**config.mk**
```make
export PLATFORM = sky130hd
export DESIGN_NAME = bsm_muldiv
export DESIGN_NICKNAME = d
export VERILOG_FILES = /design/src/rtl/bsm_pkg.sv /design/src/rtl/bsm_muldiv.sv
export SDC_FILE = /design/constraint.sdc
export NUM_CORES = 1
export LEC_CHECK = 0
export BUFFER_PORTS_ARGS = -buffer_cell sky130_fd_sc_hd__buf_2
export CORE_MARGIN = 3
export CORE_UTILIZATION = 56
export DETAILED_ROUTE_END_ITERATION = 16
export MAX_ROUTING_LAYER = met4
export PLACE_DENSITY = 0.78
export SYNTH_ARGS = -nofsm -noshare
export SYNTH_HDL_FRONTEND = slang
export SYNTH_SLANG_ARGS = --single-unit
```
**constraint.sdc**
```tcl
create_clock -name i_clk -period 4 [get_ports i_clk]
set_input_delay 0.2 -clock i_clk [delete_from_list [all_inputs] [get_ports i_clk]]
set_output_delay 0.2 -clock i_clk [all_outputs]
set_load 0.05 [all_outputs]
```
**src/rtl/bsm_pkg.sv**
```systemverilog
`default_nettype none
// ----------------------------------------------------------------------------
// bsm_pkg
// Shared types and codes of the byte stack machine: commands, opcodes,
// fault codes, controller states and the multiply/divide control group.
// ----------------------------------------------------------------------------
package bsm_pkg;

    localparam int CMD_W       = 2;
    localparam int LADDR_W     = 10;
    localparam int BYTE_W      = 8;
    localparam int CHAR_W      = 9;
    localparam int FAULT_W     = 3;
    localparam int PC_OUT_W    = 10;
    localparam int TOP_W       = 32;
    localparam int CFG_W       = 11;
    localparam int CFG_RESET   = 1024;

    localparam logic [7:0] BYTE_MASK    = 8'd255;
    localparam logic [7:0] OPCODE_COUNT = 8'd31;

    typedef enum logic [1:0] {
        CMD_LOAD    = 2'd0,
        CMD_STEP    = 2'd1,
        CMD_RESTART = 2'd2,
        CMD_NONE    = 2'd3
    } t_cmd;

    typedef enum logic [2:0] {
        FLT_NONE   = 3'd0,
        FLT_STACK  = 3'd1,
        FLT_DIV0   = 3'd2,
        FLT_OPCODE = 3'd3,
        FLT_ADDR   = 3'd4
    } t_fault;

    localparam logic [7:0] OP_NOOP   = 8'd0;
    localparam logic [7:0] OP_ADD    = 8'd1;
    localparam logic [7:0] OP_SUB    = 8'd2;
    localparam logic [7:0] OP_MUL    = 8'd3;
    localparam logic [7:0] OP_DIV    = 8'd4;
    localparam logic [7:0] OP_MOD    = 8'd5;
    localparam logic [7:0] OP_DROP   = 8'd6;
    localparam logic [7:0] OP_SWAP   = 8'd7;
    localparam logic [7:0] OP_NIP    = 8'd8;
    localparam logic [7:0] OP_DUP    = 8'd9;
    localparam logic [7:0] OP_CFETCH = 8'd10;
    localparam logic [7:0] OP_FETCH  = 8'd11;
    localparam logic [7:0] OP_CSTORE = 8'd12;
    localparam logic [7:0] OP_STORE  = 8'd13;
    localparam logic [7:0] OP_GIVE   = 8'd14;
    localparam logic [7:0] OP_TAKE   = 8'd15;
    localparam logic [7:0] OP_LITC   = 8'd16;
    localparam logic [7:0] OP_LIT    = 8'd17;
    localparam logic [7:0] OP_EQU    = 8'd18;
    localparam logic [7:0] OP_LT     = 8'd19;
    localparam logic [7:0] OP_GT     = 8'd20;
    localparam logic [7:0] OP_NEG    = 8'd21;
    localparam logic [7:0] OP_AND    = 8'd22;
    localparam logic [7:0] OP_OR     = 8'd23;
    localparam logic [7:0] OP_XOR    = 8'd24;
    localparam logic [7:0] OP_BRANCH = 8'd25;
    localparam logic [7:0] OP_MAYBE  = 8'd26;
    localparam logic [7:0] OP_HALT   = 8'd27;
    localparam logic [7:0] OP_TOR    = 8'd28;
    localparam logic [7:0] OP_FROMR  = 8'd29;
    localparam logic [7:0] OP_MSWAP  = 8'd30;

    typedef enum logic [3:0] {
        S_IDLE,
        S_FETCH,
        S_EXEC,
        S_CFETCH,
        S_SWAP1,
        S_SWAP2,
        S_SWAP3,
        S_MULDIV,
        S_DONE
    } t_state;

    typedef enum logic [1:0] {
        MD_MUL = 2'd0,
        MD_DIV = 2'd1,
        MD_MOD = 2'd2
    } t_md_op;

    typedef struct packed {
        logic   start;
        t_md_op op;
    } t_md_ctl;

endpackage
`default_nettype wire

```
**src/rtl/bsm_muldiv.sv**
```systemverilog
`default_nettype none
// ----------------------------------------------------------------------------
// bsm_muldiv
// Iterative multiply and signed divide/modulo, one bit per cycle.
// Multiply keeps the low word; divide truncates toward zero, the remainder
// takes the sign of the dividend.
// ----------------------------------------------------------------------------
module bsm_muldiv #(
    parameter int WB = 32
) (
    input  wire logic              i_clk,
    input  wire logic              i_rst_n,
    input  wire bsm_pkg::t_md_ctl  i_ctl,
    input  wire logic [WB-1:0]     i_a,
    input  wire logic [WB-1:0]     i_b,
    output logic                   o_done,
    output logic [WB-1:0]          o_result
);
    import bsm_pkg::*;

    localparam int CW = $clog2(WB + 1);

    logic          r_busy, n_busy;
    logic          r_done, n_done;
    logic [CW-1:0] r_cnt, n_cnt;
    t_md_op        r_op, n_op;
    logic [WB:0]   r_acc, n_acc;
    logic [WB-1:0] r_shf, n_shf;
    logic [WB-1:0] r_opd, n_opd;
    logic          r_neg_q, n_neg_q;
    logic          r_neg_r, n_neg_r;

    logic [WB:0]   w_trial;
    logic [WB-1:0] w_quo, w_rem;

    always_comb begin
        n_busy  = r_busy;
        n_done  = 1'b0;
        n_cnt   = r_cnt;
        n_op    = r_op;
        n_acc   = r_acc;
        n_shf   = r_shf;
        n_opd   = r_opd;
        n_neg_q = r_neg_q;
        n_neg_r = r_neg_r;
        w_trial = {r_acc[WB-1:0], r_shf[WB-1]};
        if (i_ctl.start) begin
            n_busy  = 1'b1;
            n_cnt   = CW'(WB);
            n_op    = i_ctl.op;
            n_acc   = '0;
            n_neg_q = i_a[WB-1] ^ i_b[WB-1];
            n_neg_r = i_a[WB-1];
            if (i_ctl.op == MD_MUL) begin
                n_shf = i_b;
                n_opd = i_a;
            end else begin
                // work on magnitudes, fix signs at the end
                n_shf = i_a[WB-1] ? (~i_a + WB'(1)) : i_a;
                n_opd = i_b[WB-1] ? (~i_b + WB'(1)) : i_b;
            end
        end else if (r_busy) begin
            if (r_op == MD_MUL) begin
                if (r_shf[0]) begin
                    n_acc = {1'b0, r_acc[WB-1:0] + r_opd};
                end
                n_opd = {r_opd[WB-2:0], 1'b0};
                n_shf = {1'b0, r_shf[WB-1:1]};
            end else begin
                if (w_trial >= {1'b0, r_opd}) begin
                    n_acc = w_trial - {1'b0, r_opd};
                    n_shf = {r_shf[WB-2:0], 1'b1};
                end else begin
                    n_acc = w_trial;
                    n_shf = {r_shf[WB-2:0], 1'b0};
                end
            end
            n_cnt = r_cnt - CW'(1);
            if (r_cnt == CW'(1)) begin
                n_busy = 1'b0;
                n_done = 1'b1;
            end
        end
    end

    always_ff @(posedge i_clk) begin
        if (!i_rst_n) begin
            r_busy <= 1'b0;
            r_done <= 1'b0;
            r_cnt  <= '0;
        end else begin
            r_busy <= n_busy;
            r_done <= n_done;
            r_cnt  <= n_cnt;
        end
        r_op    <= n_op;
        r_acc   <= n_acc;
        r_shf   <= n_shf;
        r_opd   <= n_opd;
        r_neg_q <= n_neg_q;
        r_neg_r <= n_neg_r;
    end

    assign w_quo = r_neg_q ? (~r_shf + WB'(1)) : r_shf;
    assign w_rem = r_neg_r ? (~r_acc[WB-1:0] + WB'(1)) : r_acc[WB-1:0];

    always_comb begin
        case (r_op)
            MD_MUL:  o_result = r_acc[WB-1:0];
            MD_DIV:  o_result = w_quo;
            MD_MOD:  o_result = w_rem;
            default: o_result = r_acc[WB-1:0];
        endcase
    end

    assign o_done = r_done;

`ifndef SYNTH
    a_start_idle: assert property (@(posedge i_clk) disable iff (!i_rst_n)
        i_ctl.start |-> !r_busy)
        else $error("muldiv started while busy");
    a_done_ends: assert property (@(posedge i_clk) disable iff (!i_rst_n)
        r_done |-> !r_busy)
        else $error("muldiv done while still busy");
    a_cnt_range: assert property (@(posedge i_clk) disable iff (!i_rst_n)
        r_busy |-> (r_cnt != '0))
        else $error("muldiv busy with zero count");
`endif
endmodule
`default_nettype wire

```
==> impl_metrics.env <==
export IMPL_drive_gt1_share_pct=11.7
export IMPL_die_area_mm2=0.0236
export IMPL_synth_area_top_cells="edfxtp_1, ha_1, nand2_1"
export IMPL_rows=53
export IMPL_nNetsFinal=1808
export IMPL_fp_coreArea_mm2=0.0212
export IMPL_end_kind="output port"
export IMPL_critPathArrivalTime_ps=3740
export IMPL_hold_slack_ps=64.0
export IMPL_hold_buffers=0
export IMPL_finalHoldViolations=0
export IMPL_area_delta_synth_final_pct=9.57
export IMPL_insertion_delay_ps=370
export IMPL_switchingPower_mw=2.26
export IMPL_maxSlewHeadroom_pct=25.6
export IMPL_syn_area_mm2=0.0122
export IMPL_sequentialPowerShare_pct=30.8
export IMPL_yosysTopAreaCell="edfxtp_1"
export IMPL_route_antenna_remaining_nets=0
export IMPL_drt_first_iter_violations=1218
export IMPL_required_ps=3800
export IMPL_status="completed"
export IMPL_num_antenna_cells=0
export IMPL_grt_max_degree=75
export IMPL_cts_root_buffer="clkbuf_16"
export IMPL_cts_made_buffers=9
export IMPL_cp_num_buf_inv=1
export IMPL_antenna_found_initial=1
export IMPL_syn_inst=1607
export IMPL_final_cell_mix="nand2_1, o21ai_0, a21oi_1"
export IMPL_num_io_pins=102
export IMPL_cap_violations=0
export IMPL_syn_avg_cell_area_um2=7.61
export IMPL_drtPass1Iterations=5
export IMPL_ctsHtreeMaxLevel=3
export IMPL_syn_nets=1750
export IMPL_vias_per_cell=6.49
export IMPL_async_flop_share_pct=0
export IMPL_leakage_nw=5.43
export IMPL_grt_usage_pct=32.6
export IMPL_synth_top_cell_area_share_pct=16.7
export IMPL_tritoncts="built"
export IMPL_min_period_over_period_pct=98.5
export IMPL_synth_edff_count=68
export IMPL_report_final_setup_viol=0
export IMPL_final_common_cell="nand2_1"
export IMPL_cpPeakStageDelay_ps=610
export IMPL_fp_dieW_um=154
export IMPL_vias=12614
export IMPL_switching_share_pct=45.3
export IMPL_route_detailed_drc=0
export IMPL_place_congestion=1.01
export IMPL_crit_fanout=6
export IMPL_cts_clk_slew_worst_paths_ps=80
export IMPL_start_util_pct=57.6
export IMPL_power_per_cell_area_mw_per_mm2=372
export IMPL_die_h_um=154
export IMPL_n_fill_cell=1900
export IMPL_first_global_vias=11146
export IMPL_worst_pin_slew_ps=1120
export IMPL_slew_violations=0
export IMPL_ys_types=72
export IMPL_critical_path_class="flip-flop to output port"
export IMPL_reg2reg_slack_ps=480
export IMPL_vdd_drop_max_mv=0.201
export IMPL_cts_sinks=108
export IMPL_synth_flop_cell="edfxtp_1"
export IMPL_portBuffers=101
export IMPL_grt_overflow=0
export IMPL_grt_first_pass_wirelength_mm=60.8
export IMPL_routed_wl_mm=39.1
export IMPL_start_kind="flip-flop"
export IMPL_clkPwrFrac_pct=18.1
export IMPL_ys_warn_count=0
export IMPL_final_min_clock_period_ps=3940
export IMPL_ys_seq_elements=108
export IMPL_clock_skew_ps=15.5
export IMPL_cts_buffer_depth=2
export IMPL_crit_family="simple AND/OR/NAND/NOR gates"
export IMPL_fmax_mhz=254
export IMPL_routedWlPerCell_um=20.1
export IMPL_cpMaxStageDelayCell="or4_1"
export IMPL_p_comb_share_pct=51.1
export IMPL_ys_seq_area_share_pct=23.3
export IMPL_p_int_mw=2.72
export IMPL_power_total_mw=4.98
export IMPL_path_cells="or4_4 -> or4_4 -> or4_1 -> o41ai_4 -> xnor2_1 -> nand2_1 -> o31ai_1 -> a22o_1 -> buf_2"
export IMPL_dp_hpwl_mm=30.3
export IMPL_hold_class="input pin to flip-flop"
export IMPL_cpMostUsedCell="or4_4"
## layout make-up
cell class	instances	area, um^2	area share [%]
Clock inverter	6	53.8	0.402
Sequential cell	108	2840	21.2
Multi-Input combinational cell	1318	8730	65.2
Tap cell	275	344	2.57
Timing Repair Buffer	148	891	6.65
Clock buffer	10	229	1.71
Inverter	80	300	2.24
## per-stage QoR
stage	setup slack [ps]	instance area, um^2	util, %	TNS [ps]	instances
after detailed placement	359	13000	61.3	0	1922
after global routing	-16.5	13400	63.1	-25.7	1945
after global placement	406	13000	61.3	0	1922
final	61.0	13400	63.1	0	1945
after floorplan	177	12200	-	0	1607
after CTS	7.95	13300	62.7	0	1938
## Yosys cell counts (24+ instances only)
cell      number
o21ai_0      165
mux2i_1       33
clkbuf_1      84
nor3_1        24
a211oi_1      25
xnor2_1       70
nor2_1        72
dfxtp_1       40
xor2_1        75
a21oi_1      120
nand2_1      220
o211ai_1      50
o31ai_1       52
edfxtp_1      68
ha_1          72
inv_1         80
nand3_1       27
## power by group through the flow
| stage | clock network, mW | registers [mW] | logic [mW] |
|---|---|---|---|
| 5_1_grt | 0.950 | 1.55 | 2.77 |
| 6_report | 0.900 | 1.53 | 2.55 |
| 4_1_cts | 0.902 | 1.52 | 2.48 |
| 3_3_place_gp | 0 | 1.54 | 2.44 |
| 2_1_floorplan | 0 | 1.47 | 1.84 |
| 3_5_place_dp | 0 | 1.54 | 2.46 |
## metal layers
layer  part of all wire, %  vias to the layer above  wire length, um  track usage [%]
met5                     0                        -                0                -
met2                    42                      556            16600             47.1
li1                      -                     6089                -                -
met4                   2.4                        0              937             8.45
met3                   9.7                       67             3810             5.29
met1                    46                     5902            17800             47.4
## worst reg2reg max path, stage by stage (launching register included)
cell and delay (ps):
dfxtp_1 430, ha_1 410, and2_1 230, and4_1 330, a21oi_1 130, a2bb2oi_1 230, o21a_1 280, o41ai_2 370
buf_4 360, mux2_2 400, o21ai_0 150, a21oi_1 80
## path summary, 6_finish.rpt
check / start / end / cells past startpoint
max reg2reg: r_acc[5] / r_acc[4] / 11
min reg2reg: r_cnt[1] / r_cnt[1] / 2
max: r_shf[5] / o_result[20] / 9
min: i_ctl[1] / r_op[1] / 1
## cell families (layout without fill, tap and decap cells)
logic type	count (synthesis)	count (layout)	synth area share, %
AO/OA/AOI/OAI	597	597	32.0
AND/OR/NAND/NOR	463	463	17.7
buffers and inverters	181	244	5.66
XOR/XNOR	145	145	10.4
flip-flops	108	108	23.3
adder cells (fa/ha/maj)	74	74	7.70
multiplexers	39	39	3.26
## timing repair
| action | 4_1_cts | 5_1_grt |
|---|---|---|
| setup endpoints to repair | 5 | 9 |
| gates cloned | 0 | 0 |
| resized for setup | 4 | 6 |
| setup buffers | 0 | 7 |
## registers in the layout (all words and copies together), names as in the netlist
register  cells
r_neg_q       1
r_opd        32
o_done        1
r_shf        32
r_cnt         6
r_acc        32
r_busy        1
r_neg_r       1
r_op          2
(Power assumes the default switching activity.)
